**config.mk**
```make
export PLATFORM = sky130hd
export DESIGN_NAME = command_line_tokenizer_unit
export DESIGN_NICKNAME = d
export VERILOG_FILES = /design/src/rtl/clt_pkg.sv /design/src/rtl/command_line_tokenizer_unit.sv /design/src/rtl/clt_scan.sv /design/src/rtl/clt_result_buf.sv
export SDC_FILE = /design/constraint.sdc
export NUM_CORES = 1
export LEC_CHECK = 0
export BUFFER_PORTS_ARGS = -buffer_cell sky130_fd_sc_hd__buf_2
export CAP_MARGIN = 20
export CORE_UTILIZATION = 55
export DETAILED_ROUTE_END_ITERATION = 10
export GPL_ROUTABILITY_DRIVEN = 0
export PLACE_DENSITY = 0.73
export SLEW_MARGIN = 10
export SYNTH_ARGS = -nofsm -noshare
export SYNTH_HDL_FRONTEND = slang
export SYNTH_SLANG_ARGS = --single-unit
```
**constraint.sdc**
```tcl
create_clock -name i_clk -period 9.7 [get_ports i_clk]
set_input_delay 1.94 -clock i_clk [delete_from_list [all_inputs] [get_ports i_clk]]
set_output_delay 1.94 -clock i_clk [all_outputs]
set_load 0.005 [all_outputs]
```
**src/rtl/clt_pkg.sv**
```systemverilog
`default_nettype none
// ----------------------------------------------------------------------------
// clt_pkg
// Types, constants and helpers shared by the tokenizer modules.
// ----------------------------------------------------------------------------
package clt_pkg;

    localparam int MAX_MESSAGE_BYTES = 4096;
    // Position counter must hold MAX_MESSAGE_BYTES itself (saturation value).
    localparam int POS_W   = $clog2(MAX_MESSAGE_BYTES + 1);
    localparam int FIELD_W = 13;
    localparam int RES_MAX = 3;
    localparam int CNT_W   = 2;

    localparam logic [7:0] CH_0     = 8'h30;
    localparam logic [7:0] CH_9     = 8'h39;
    localparam logic [7:0] CH_SPACE = 8'h20;
    localparam logic [7:0] CH_TAB   = 8'h09;
    localparam logic [7:0] CH_QUOTE = 8'h22;
    localparam logic [7:0] CH_H     = 8'h48;
    localparam logic [7:0] CH_E     = 8'h45;
    localparam logic [7:0] CH_L     = 8'h4C;
    localparam logic [7:0] CH_O     = 8'h4F;
    localparam logic [7:0] CH_C     = 8'h43;
    localparam logic [7:0] CH_A     = 8'h41;
    localparam logic [7:0] CH_P     = 8'h50;

    typedef enum logic [2:0] {
        KIND_END  = 3'd0,
        KIND_NUM  = 3'd1,
        KIND_STR  = 3'd2,
        KIND_ID   = 3'd3,
        KIND_HELO = 3'd4,
        KIND_CAP  = 3'd5,
        KIND_ERR  = 3'd6
    } t_kind;

    typedef enum logic [1:0] {
        PH_IDLE = 2'd0,
        PH_NUM  = 2'd1,
        PH_STR  = 2'd2,
        PH_ID   = 2'd3
    } t_phase;

    typedef struct packed {
        t_kind              kind;
        logic [FIELD_W-1:0] start;
        logic [FIELD_W-1:0] length;
    } t_token;

    // Tokens produced by one input beat, packed from slot 0 upward.
    typedef struct packed {
        logic [CNT_W-1:0]        count;
        t_token [RES_MAX-1:0]    tok;
    } t_group;

    // Fit a position value into an output field (zero-extend or truncate).
    function automatic logic [FIELD_W-1:0] to_field(input logic [POS_W-1:0] v);
        logic [POS_W+FIELD_W-1:0] w;
        w = {{FIELD_W{1'b0}}, v};
        return w[FIELD_W-1:0];
    endfunction

endpackage
`default_nettype wire

```
**src/rtl/command_line_tokenizer_unit.sv**
```systemverilog
`default_nettype none
// ----------------------------------------------------------------------------
// command_line_tokenizer_unit
// Streaming tokenizer for one protocol message line, one byte per beat.
// ----------------------------------------------------------------------------
// Takes one message byte per cycle, unless stalled by the result register, and
// reports number, string, identifier and HELO/CAP keyword tokens with start
// offset and length, an error token for a string still open at the end, then
// an end token when the message ends. A byte beat sits in an input register,
// is classified against the scanner state, and its tokens (zero to three) move
// into a result register in the same cycle. A beat that yields k tokens holds
// off the next group until its last token is taken, as the result register
// hands out one token per beat; tokens pass the input, then the result register.
module command_line_tokenizer_unit (
    input  wire logic        i_clk,
    input  wire logic        i_rst_n,
    input  wire logic        i_valid,
    output logic             o_ready,
    input  wire logic [7:0]  i_data_byte,
    input  wire logic        i_last_byte,
    input  wire logic        i_end_only,
    output logic             o_valid,
    input  wire logic        i_ready,
    output logic [2:0]       o_token_kind,
    output logic [12:0]      o_token_start,
    output logic [12:0]      o_token_length,
    output logic             o_last_result
);
    import clt_pkg::*;

    logic       r_in_valid;
    logic [7:0] r_data;
    logic       r_last;
    logic       r_end;
    logic       load_ok;
    logic       fire;
    t_group     group;
    t_token     token;

    assign fire    = r_in_valid && load_ok;
    assign o_ready = !r_in_valid || load_ok;

    always_ff @(posedge i_clk) begin
        if (!i_rst_n) begin
            r_in_valid <= 1'b0;
        end else if (o_ready) begin
            r_in_valid <= i_valid;
        end
    end

    always_ff @(posedge i_clk) begin
        if (o_ready && i_valid) begin
            r_data <= i_data_byte;
            r_last <= i_last_byte;
            r_end  <= i_end_only;
        end
    end

    clt_scan u_scan (
        .i_clk       (i_clk),
        .i_rst_n     (i_rst_n),
        .i_fire      (fire),
        .i_data_byte (r_data),
        .i_last_byte (r_last),
        .i_end_only  (r_end),
        .o_group     (group)
    );

    clt_result_buf u_result_buf (
        .i_clk         (i_clk),
        .i_rst_n       (i_rst_n),
        .i_load        (fire),
        .i_group       (group),
        .o_load_ok     (load_ok),
        .o_valid       (o_valid),
        .i_ready       (i_ready),
        .o_token       (token),
        .o_last_result (o_last_result)
    );

    assign o_token_kind   = token.kind;
    assign o_token_start  = token.start;
    assign o_token_length = token.length;

endmodule
`default_nettype wire

```
**src/rtl/clt_scan.sv**
```systemverilog
`default_nettype none
// ----------------------------------------------------------------------------
// clt_scan
// Scanner state and per-byte classification; builds the token group of a beat.
// ----------------------------------------------------------------------------
module clt_scan (
    input  wire logic          i_clk,
    input  wire logic          i_rst_n,
    input  wire logic          i_fire,
    input  wire logic [7:0]    i_data_byte,
    input  wire logic          i_last_byte,
    input  wire logic          i_end_only,
    output clt_pkg::t_group    o_group
);
    import clt_pkg::*;

    t_phase           r_phase, n_phase;
    logic [POS_W-1:0] r_pos, n_pos;
    logic [POS_W-1:0] r_begin, n_begin;
    logic             r_helo, n_helo;
    logic             r_cap, n_cap;

    function automatic t_kind id_kind(input logic helo, input logic cap,
                                      input logic [POS_W-1:0] len);
        t_kind k;
        k = KIND_ID;
        if (helo && len == POS_W'(4)) begin
            k = KIND_HELO;
        end else if (cap && len == POS_W'(3)) begin
            k = KIND_CAP;
        end
        return k;
    endfunction

    always_comb begin
        logic [7:0]       c;
        logic [POS_W-1:0] nxt;
        logic [POS_W-1:0] end_pos;
        logic [POS_W-1:0] k;
        logic             digit;
        logic             sep;
        logic             mid_v;
        t_token           mid;
        logic             close_v;
        t_token           close_t;
        logic             fin;
        t_token           end_t;
        logic [CNT_W-1:0] n;

        c       = i_data_byte;
        digit   = (c inside {[CH_0:CH_9]});
        sep     = (c == CH_SPACE) || (c == CH_TAB);
        nxt     = (r_pos < POS_W'(MAX_MESSAGE_BYTES)) ? r_pos + POS_W'(1)
                                                      : POS_W'(MAX_MESSAGE_BYTES);
        k       = r_pos - r_begin;
        n_phase = r_phase;
        n_pos   = r_pos;
        n_begin = r_begin;
        n_helo  = r_helo;
        n_cap   = r_cap;
        mid_v   = 1'b0;
        mid     = '{kind: KIND_NUM, start: to_field(r_begin), length: to_field(k)};
        close_v = 1'b0;
        close_t = mid;
        end_pos = r_pos;
        fin     = i_end_only || i_last_byte;

        if (!i_end_only) begin
            // A number ends before the first non-digit, which is then rescanned.
            if (r_phase == PH_NUM && !digit) begin
                mid_v   = 1'b1;
                n_phase = PH_IDLE;
            end
            case (n_phase)
                PH_IDLE: begin
                    if (!sep) begin
                        n_begin = r_pos;
                        if (digit) begin
                            n_phase = PH_NUM;
                        end else if (c == CH_QUOTE) begin
                            n_phase = PH_STR;
                        end else begin
                            n_phase = PH_ID;
                            n_helo  = (c == CH_H);
                            n_cap   = (c == CH_C);
                        end
                    end
                end
                PH_STR: begin
                    if (c == CH_QUOTE) begin
                        mid_v   = 1'b1;
                        mid     = '{kind: KIND_STR, start: to_field(r_begin),
                                    length: to_field(nxt - r_begin)};
                        n_phase = PH_IDLE;
                    end
                end
                PH_ID: begin
                    if (sep) begin
                        mid_v   = 1'b1;
                        mid     = '{kind: id_kind(r_helo, r_cap, k),
                                    start: to_field(r_begin), length: to_field(k)};
                        n_phase = PH_IDLE;
                    end else begin
                        n_helo = r_helo && ((k == POS_W'(1) && c == CH_E) ||
                                            (k == POS_W'(2) && c == CH_L) ||
                                            (k == POS_W'(3) && c == CH_O));
                        n_cap  = r_cap && ((k == POS_W'(1) && c == CH_A) ||
                                           (k == POS_W'(2) && c == CH_P));
                    end
                end
                default: begin
                end
            endcase
            n_pos   = nxt;
            end_pos = nxt;
        end

        // Close whatever is still open at the message end.
        close_t = '{kind: KIND_NUM, start: to_field(n_begin),
                    length: to_field(end_pos - n_begin)};
        case (n_phase)
            PH_NUM: close_v = fin;
            PH_STR: begin
                close_v      = fin;
                close_t.kind = KIND_ERR;
            end
            PH_ID: begin
                close_v      = fin;
                close_t.kind = id_kind(n_helo, n_cap, end_pos - n_begin);
            end
            default: close_v = 1'b0;
        endcase
        end_t = '{kind: KIND_END, start: to_field(end_pos), length: '0};

        if (fin) begin
            n_phase = PH_IDLE;
            n_pos   = '0;
            n_begin = '0;
            n_helo  = 1'b0;
            n_cap   = 1'b0;
        end

        o_group.tok = {end_t, close_t, mid};
        n = '0;
        if (mid_v) begin
            o_group.tok[n] = mid;
            n = n + CNT_W'(1);
        end
        if (close_v) begin
            o_group.tok[n] = close_t;
            n = n + CNT_W'(1);
        end
        if (fin) begin
            o_group.tok[n] = end_t;
            n = n + CNT_W'(1);
        end
        o_group.count = n;
    end

    always_ff @(posedge i_clk) begin
        if (!i_rst_n) begin
            r_phase <= PH_IDLE;
            r_pos   <= '0;
            r_begin <= '0;
            r_helo  <= 1'b0;
            r_cap   <= 1'b0;
        end else if (i_fire) begin
            r_phase <= n_phase;
            r_pos   <= n_pos;
            r_begin <= n_begin;
            r_helo  <= n_helo;
            r_cap   <= n_cap;
        end
    end

endmodule
`default_nettype wire

```
**src/rtl/clt_result_buf.sv**
```systemverilog
`default_nettype none
// ----------------------------------------------------------------------------
// clt_result_buf
// Result register: holds the token group of one beat and drains it in order.
// ----------------------------------------------------------------------------
module clt_result_buf (
    input  wire logic          i_clk,
    input  wire logic          i_rst_n,
    input  wire logic          i_load,
    input  clt_pkg::t_group    i_group,
    output logic               o_load_ok,
    output logic               o_valid,
    input  wire logic          i_ready,
    output clt_pkg::t_token    o_token,
    output logic               o_last_result
);
    import clt_pkg::*;

    t_token [RES_MAX-1:0] r_tok;
    logic [CNT_W-1:0]     r_cnt;
    logic                 take;

    assign o_valid       = (r_cnt != '0);
    assign take          = o_valid && i_ready;
    assign o_token       = r_tok[0];
    assign o_last_result = (r_cnt == CNT_W'(1));
    // Accept a new group once the current one is gone or leaves this cycle.
    assign o_load_ok     = (r_cnt == '0) || (o_last_result && i_ready);

    always_ff @(posedge i_clk) begin
        if (!i_rst_n) begin
            r_cnt <= '0;
        end else if (i_load) begin
            r_cnt <= i_group.count;
        end else if (take) begin
            r_cnt <= r_cnt - CNT_W'(1);
        end
    end

    always_ff @(posedge i_clk) begin
        if (i_load) begin
            r_tok <= i_group.tok;
        end else if (take) begin
            // advance to the next token of the group
            for (int i = 0; i < RES_MAX - 1; i++) begin
                r_tok[i] <= r_tok[i+1];
            end
        end
    end

endmodule
`default_nettype wire
```
# ---- Yosys cells after proc, flatten, opt, wreduce, memory -nomap -nowiden
# Index checks and enable logic that the tools add are counted.
dict set report word_totals {
  wordCells 150
  inputBits 14
  output_inout_bits 32
  regBits 130
}
dict set report classes {
  order_cmp 7
  n_reduce_logical 33
  n_eq_ne 23
  n_mux 61
  add_sub_neg 7
}
# operator count
set ops {}
lappend ops {{87-bit bitwise mux} 2}
lappend ops {{87-bit 2-to-1 mux} 2}
lappend ops {{29-bit demux with 2-bit select} 2}
lappend ops {{29-bit 2-to-1 mux} 4}
lappend ops {{58-bit 2-to-1 mux} 2}
lappend ops {{13-bit 2-to-1 mux} 7}
lappend ops {{29-bit one-hot mux with 2 select lines} 1}
lappend ops {{8-bit by 7-bit == test with 1-bit output, second input constant} 7}
lappend ops {{13-bit by 2-bit == test with 1-bit output, second input constant} 3}
lappend ops {{13-bit subtractor} 3}
lappend ops {{28-bit 2-to-1 mux} 1}
lappend ops {{13-bit by 3-bit == test with 1-bit output, second input constant} 2}
lappend ops {{2-bit 2-to-1 mux} 12}
lappend ops {{1-bit logical AND} 19}
lappend ops {{1-bit 2-to-1 mux} 19}
lappend ops {{8-bit by 6-bit == test with 1-bit output, second input constant} 2}
lappend ops {{13-bit by 1-bit adder with 13-bit output, second input constant} 1}
lappend ops {{13-bit by 1-bit == test with 1-bit output, second input constant} 1}
lappend ops {{13-bit less-than comparator, second input constant} 1}
lappend ops {{3-bit 2-to-1 mux} 4}
lappend ops {{2-bit == test, second input constant} 4}
lappend ops {{8-bit by 4-bit == test with 1-bit output, second input constant} 1}
lappend ops {{8-bit by 6-bit >= comparator with 1-bit output, second input constant} 1}
lappend ops {{8-bit by 6-bit less-or-equal comparator with 1-bit output, second input constant} 1}
lappend ops {{other kinds (16)} 29}

# ---- Depth between registers and ports, before layout
dict set report depth {
  word_depth 20
  ltp_mapped 19
  depth_no_buf 16
}

# ---- By module
# A second synthesis with hierarchy kept.
dict set report unflattened {
  hier_cells 981
  area_unflattened_um2 9756.9
}
# module area_per_inst_um2 instances cells_each seq_area_each_um2
set modules_own_cells {}
lappend modules_own_cells {clt_scan 5412.7 1 765 600.6}
lappend modules_own_cells {clt_result_buf 3978.8 1 200 2652.5}
lappend modules_own_cells {command_line_tokenizer_unit 365.4 1 16 320.3}

# ---- Worst setup path before layout
# Ideal clock, no wire load.
dict set report synth_timing {
  path_type {register to register}
  startpoint {register r_data[6]}
  endpoint {register u_result_buf.r_tok (netlist bit u_result_buf.o_token[27]), data pin}
  arrival_time_ns 3.987
  required_time_ns 9.439
  path_slack_ns 5.452
  setup_ns 0.261
  period_less_slack_ns 4.248
  path_buffers 1
  path_stages_with_launch 14
  cell_sequence {edfxtp_1 nand4bb_2 o31a_1 nand2_2 buf_1 mux2i_1 ha_1 a41oi_2 o21ai_1 or3_1 o221a_4 a2111oi_4 o2111ai_1 a221o_1}
}
dict set report synth_between {
  elab_chain_cells 20
  elab_cells_between_ends 93
  cone_classes {2 x add/sub; 6 x order compare; 17 x eq/ne; 48 x mux; 20 x reduce/logical}
}
# element line_no
set synth_lines {}
lappend synth_lines {{start, declared} command_line_tokenizer_unit.sv:32} ;# logic [7:0] r_data;
lappend synth_lines {{start signal, assigned} command_line_tokenizer_unit.sv:53} ;# r_data <= i_data_byte;
lappend synth_lines {{8-bit by 6-bit >= comparator with 1-bit output / 8-bit by 6-bit less-or-equal comparator with 1-bit output (equally long branches)} clt_scan.sv:51} ;# digit = (c inside {[CH_0:CH_9]});
lappend synth_lines {{1-bit logical AND} clt_scan.sv:51}
lappend synth_lines {{1-bit logical NOT} clt_scan.sv:70} ;# if (r_phase == PH_NUM && !digit) begin
lappend synth_lines {{1-bit logical AND} clt_scan.sv:70}
lappend synth_lines {{2-bit 2-to-1 mux} clt_scan.sv:70}
lappend synth_lines {{2-bit 2-to-1 mux} clt_scan.sv:68} ;# if (!i_end_only) begin
lappend synth_lines {{2-bit logical NOT (tied with other cells)} clt_scan.sv:74} ;# case (n_phase)
lappend synth_lines {{13-bit 2-to-1 mux / 2-bit one-hot mux with 3 select lines (equally long branches)} clt_scan.sv:74}
lappend synth_lines {{[... 4 more ...]} --}
lappend synth_lines {{3-bit 2-to-1 mux / 2-bit 2-to-1 mux (equally long branches)} {clt_scan.sv:29, clt_scan.sv:149}}
lappend synth_lines {{3-bit 2-to-1 mux (tied with other cells)} clt_scan.sv:27} ;# if (helo && len == POS_W'(4)) begin
lappend synth_lines {{3-bit one-hot mux with 2 select lines / 1-bit logical AND (equally long branches)} {clt_scan.sv:121, clt_scan.sv:154}}
lappend synth_lines {{87-bit bitwise mux / 29-bit 2-to-1 mux (equally long branches)} {clt_scan.sv:150, clt_scan.sv:154}}
lappend synth_lines {{87-bit 2-to-1 mux / 29-bit demux with 2-bit select (equally long branches)} --}
lappend synth_lines {{87-bit bitwise mux} clt_scan.sv:154} ;# o_group.tok[n] = end_t;
lappend synth_lines {{87-bit 2-to-1 mux *} clt_scan.sv:153} ;# if (fin) begin
lappend synth_lines {{58-bit 2-to-1 mux *} clt_result_buf.sv:41} ;# if (i_load) begin
lappend synth_lines {{end signal, assigned} clt_result_buf.sv:42} ;# r_tok <= i_group.tok;
lappend synth_lines {{end signal, assigned by index} clt_result_buf.sv:46} ;# r_tok[i] <= r_tok[i+1];
lappend synth_lines {{end, declared} clt_result_buf.sv:19} ;# t_token [RES_MAX-1:0] r_tok;
# Every way passes the cells marked *; elsewhere a longest branch is shown, timed or not. The select of a mux whose other input is x is not followed.
# A chain may end at the register's enable or synchronous reset.

# ---- Worst setup path after layout
dict set report layout_timing {
  startpoint {register r_end}
  endpoint {register u_result_buf.r_tok (netlist bit u_result_buf.o_token[27]), data pin}
}
dict set report layout_between {
  elab_chain_cells 12
  elab_cells_between_ends 39
  cone_classes {2 x add/sub; 4 x order compare; 5 x eq/ne; 22 x mux; 6 x reduce/logical}
}
# element line_no
set layout_lines {}
lappend layout_lines {{start, declared} command_line_tokenizer_unit.sv:34} ;# logic r_end;
lappend layout_lines {{start signal, assigned} command_line_tokenizer_unit.sv:55} ;# r_end <= i_end_only;
lappend layout_lines {{13-bit 2-to-1 mux / 2-bit 2-to-1 mux (equally long branches)} clt_scan.sv:68}
lappend layout_lines {{13-bit subtractor (tied with other cells)} clt_scan.sv:129} ;# close_t.kind = id_kind(n_helo, n_cap, end_pos - n_begin);
lappend layout_lines {{13-bit by 2-bit == test with 1-bit output / 3-bit OR reduction (equally long branches)} --}
lappend layout_lines {{1-bit logical AND / 1-bit 2-to-1 mux (equally long branches)} {clt_scan.sv:29, clt_scan.sv:121}}
lappend layout_lines {{3-bit 2-to-1 mux / 2-bit 2-to-1 mux (equally long branches)} {clt_scan.sv:29, clt_scan.sv:149}}
lappend layout_lines {{3-bit 2-to-1 mux (tied with other cells)} clt_scan.sv:27}
lappend layout_lines {{3-bit one-hot mux with 2 select lines / 1-bit logical AND (equally long branches)} {clt_scan.sv:121, clt_scan.sv:154}}
lappend layout_lines {{87-bit bitwise mux / 29-bit 2-to-1 mux (equally long branches)} {clt_scan.sv:150, clt_scan.sv:154}}
lappend layout_lines {{87-bit 2-to-1 mux / 29-bit demux with 2-bit select (equally long branches)} --}
lappend layout_lines {{87-bit bitwise mux} clt_scan.sv:154}
lappend layout_lines {{87-bit 2-to-1 mux *} clt_scan.sv:153}
lappend layout_lines {{58-bit 2-to-1 mux *} clt_result_buf.sv:41}
# Every way passes the cells marked *; elsewhere a longest branch is shown, timed or not.

==> results.toml <==
[pwr]
vdd_ir_drop_max_mv = 0.147
p_leak_nw = 3.64
power_density_mw_per_mm2 = 170

[grt]
grt_pass1_wl_mm = 37.8
grt_pass1_vias = 7005
gr-usage-met2_pct = 48.6
grt_max_degree = 67
grt_use_total_pct = 30.5
use_met3_pct = 5.86
gr-usage-met1_pct = 40.3
antenna_found_initial = 1
top_usage_layer = "met2"
overflow = 0

[layout]
ff_latch_area_sq_mm = 0.00309
nNetsFinal = 1039
areaGrowthSynthToFinish_pct = 8.00
multi_input_area_sq_mm = 0.00491
drive_gt1_share_pct = 12.2
antenna_cells = 0
fillers = 1297

[clock_tree]
postCtsHoldBufs = 0
post_cts_buffers = 0
root_buffer = "clkbuf_16"
clock-sinks = 114
cts_made_buffers = 17
cts-htree-levels = 4
cts.path.max_buffers = 2
cts_tree = "built"
cts.clk_slew.worst_paths_ps = 60
post_cts_resized = 0
clk_latency_ps = 440

[synth]
ys_ff_latch = 114
yosysMostFrequentCell = "nand2_1"
ys.flop_type = "edfxtp_1"
synth_async_sr_flop_share_pct = 0
yosysTopAreaCellShare_pct = 28.3
syn-cell-area_sq_mm = 0.00859
yosys-top-cells-area = "edfxtp_1 (28%), dfxtp_1 (7.7%), ha_1 (5.5%), nand2_1 (4.6%), o21ai_0 (4.4%)"
synth_common_cells = "nand2_1 (106), edfxtp_1 (81), o21ai_0 (75)"
avgSynthCellArea_sq_um = 8.63
syn-num-nets = 1049
ys_seq_area_share_pct = 36.0
synth_edf_count = 81
yosysTopAreaCell = "edfxtp_1"
yosys_warnings = 0
synth.distinct_cells = 95
syn-instance-count = 995

[timing]
fin_crit_ps = 4920
slew_viol_final = 0
holdWs_ps = 500
relSlewSlack_pct = 26.7
rsz0062_at_grt = "no"
finalHoldViolCount = 0
period_share_pct = 50.7
fin_worst_skew_ps = 10.4
fin_setup_tns_ps = 0
fmax_mhz = 203
setup_viol = 0
tightest_slew_ps = 1100

[critical_path]
crit_arrival_ps = 5100
crit_family = "compound AO/OA/AOI/OAI gates"
worstPathMaxFanout = 33
slowest_delay_ps = 500
crit_path_end_kind = "register"
cp-start-kind = "register"
critPathBufInv = 3
required_ps = 9880
cp_cell_sequence = "buf_4 -> nor2_1 -> o31a_1 -> nand2_2 -> a21oi_1 -> inv_1 -> ha_1 -> inv_1 -> ha_1 -> a31oi_1 -> o31ai_1 -> xnor2_1 -> nand3_1 -> nor3b_1 -> o2111ai_1 -> a221o_1"
cpMaxStageDelayCell = "o31ai_1"
path_class = "register to register"

[detailed_routing]
dr.pass1.iters = 7
antenna_left = 0
viasPerCell = 6.50
wirelength_mm = 23.7
wire_per_inst_microns = 20.0
drtIter0Drc = 871
num_vias = 7707
drc = 0

[die]
die_w_microns = 127
die_y_microns = 127
io_pins = 46
die-area_sq_mm = 0.0161
core_sq_mm = 0.0152
initial_core_util_pct = 56.5
rows = 45

[place]
dp_hpwl_mm = 16.9
port_buffers = 45

[min_path]
hold_class = "register to register"

[outcome]
status = "complete, no violations"

[run]
maxCapViolCount = 0
routing by layer:
layer | share of wire, % | up-vias
met2 | 45 | 374
li1 | - | 3658
met1 | 43 | 3611
met3 | 7.9 | 64
met5 | 0 | -
met4 | 3.9 | 0
flip-flops by register name, summed over array words and instances (netlist names):
name	flops
u_result_buf.r_cnt	2
u_scan.r_pos	13
r_end	1
u_scan.r_phase	2
u_scan.r_cap	1
u_scan.r_begin	13
r_data	8
u_result_buf.o_token	29
r_in_valid	1
u_scan.r_helo	1
u_result_buf.r_tok	42
r_last	1
final timing paths:
check / start / endpoint / slack [ps] / cells past startpoint
setup reg to reg: r_end / u_result_buf.o_token[27] / 4780 / 16
hold / removal: u_result_buf.r_cnt[0] / u_result_buf.r_cnt[0] / 500 / 2
setup / recovery: r_end / u_result_buf.o_token[27] / 4780 / 16
hold reg to reg: u_result_buf.r_cnt[0] / u_result_buf.r_cnt[0] / 500 / 2
layout make-up:
cell class	instances	share of cell area, %
multi-input cells	756	52.9
clock buffers	18	4.63
clock inverters	14	1.66
repair buffers	55	3.24
flip-flops and latches	114	33.4
well taps	188	2.54
inverters	41	1.66
worst reg2reg max path: stages (launching register included):
cell	delay, ps
edfxtp_1	360
buf_4	250
nor2_1	310
o31a_1	430
nand2_2	380
a21oi_1	350
inv_1	100
ha_1	230
inv_1	70
ha_1	140
a31oi_1	80
o31ai_1	500
xnor2_1	250
nand3_1	120
nor3b_1	460
o2111ai_1	270
a221o_1	370
power by group:
group / leakage, nW / switching [mW] / total (mW) / internal [mW]
logic: 2.31 / 0.202 / 0.298 / 0.0955
registers: 1.06 / 0.0228 / 0.648 / 0.625
clock network: 0.278 / 0.249 / 0.629 / 0.380
total: 3.64 / 0.474 / 1.58 / 1.10
cell usage in the layout, fill, tap and decap left out, types with 22 or more instances in the layout:
cell / n
nor2_1: 73
buf_2: 45
nand2_1: 106
nand3_1: 29
o21ai_0: 75
inv_1: 37
nor2b_1: 22
a21oi_1: 62
edfxtp_1: 81
a211oi_1: 25
ha_1: 38
dfxtp_1: 33
per-stage QoR:
stage | power (mW) | area (sq um) | utilization, % | cells | setup WS [ps]
after floorplan | 0.888 | 8590 | - | 995 | 5450
after global placement | 0.947 | 8690 | 57.2 | 1154 | 5090
after detailed placement | 0.954 | 8690 | 57.2 | 1154 | 4940
after CTS | 1.58 | 9270 | 61.0 | 1186 | 4890
after global routing | 1.64 | 9270 | 61.0 | 1186 | 4510
final | 1.58 | 9270 | 61.0 | 1186 | 4780
cell families (layout without fill, tap and decap cells):
group	Yosys count	after routing	synth area share (%)
compound gates	323	323	25.8
xor+xnor	31	31	3.25
fa+ha+maj	41	41	6.12
buf+inv	125	128	6.94
flops	114	114	36.0
mux	9	9	1.05
simple gates	352	352	20.8
No activity file was read; power rests on OpenSTA's default activity.
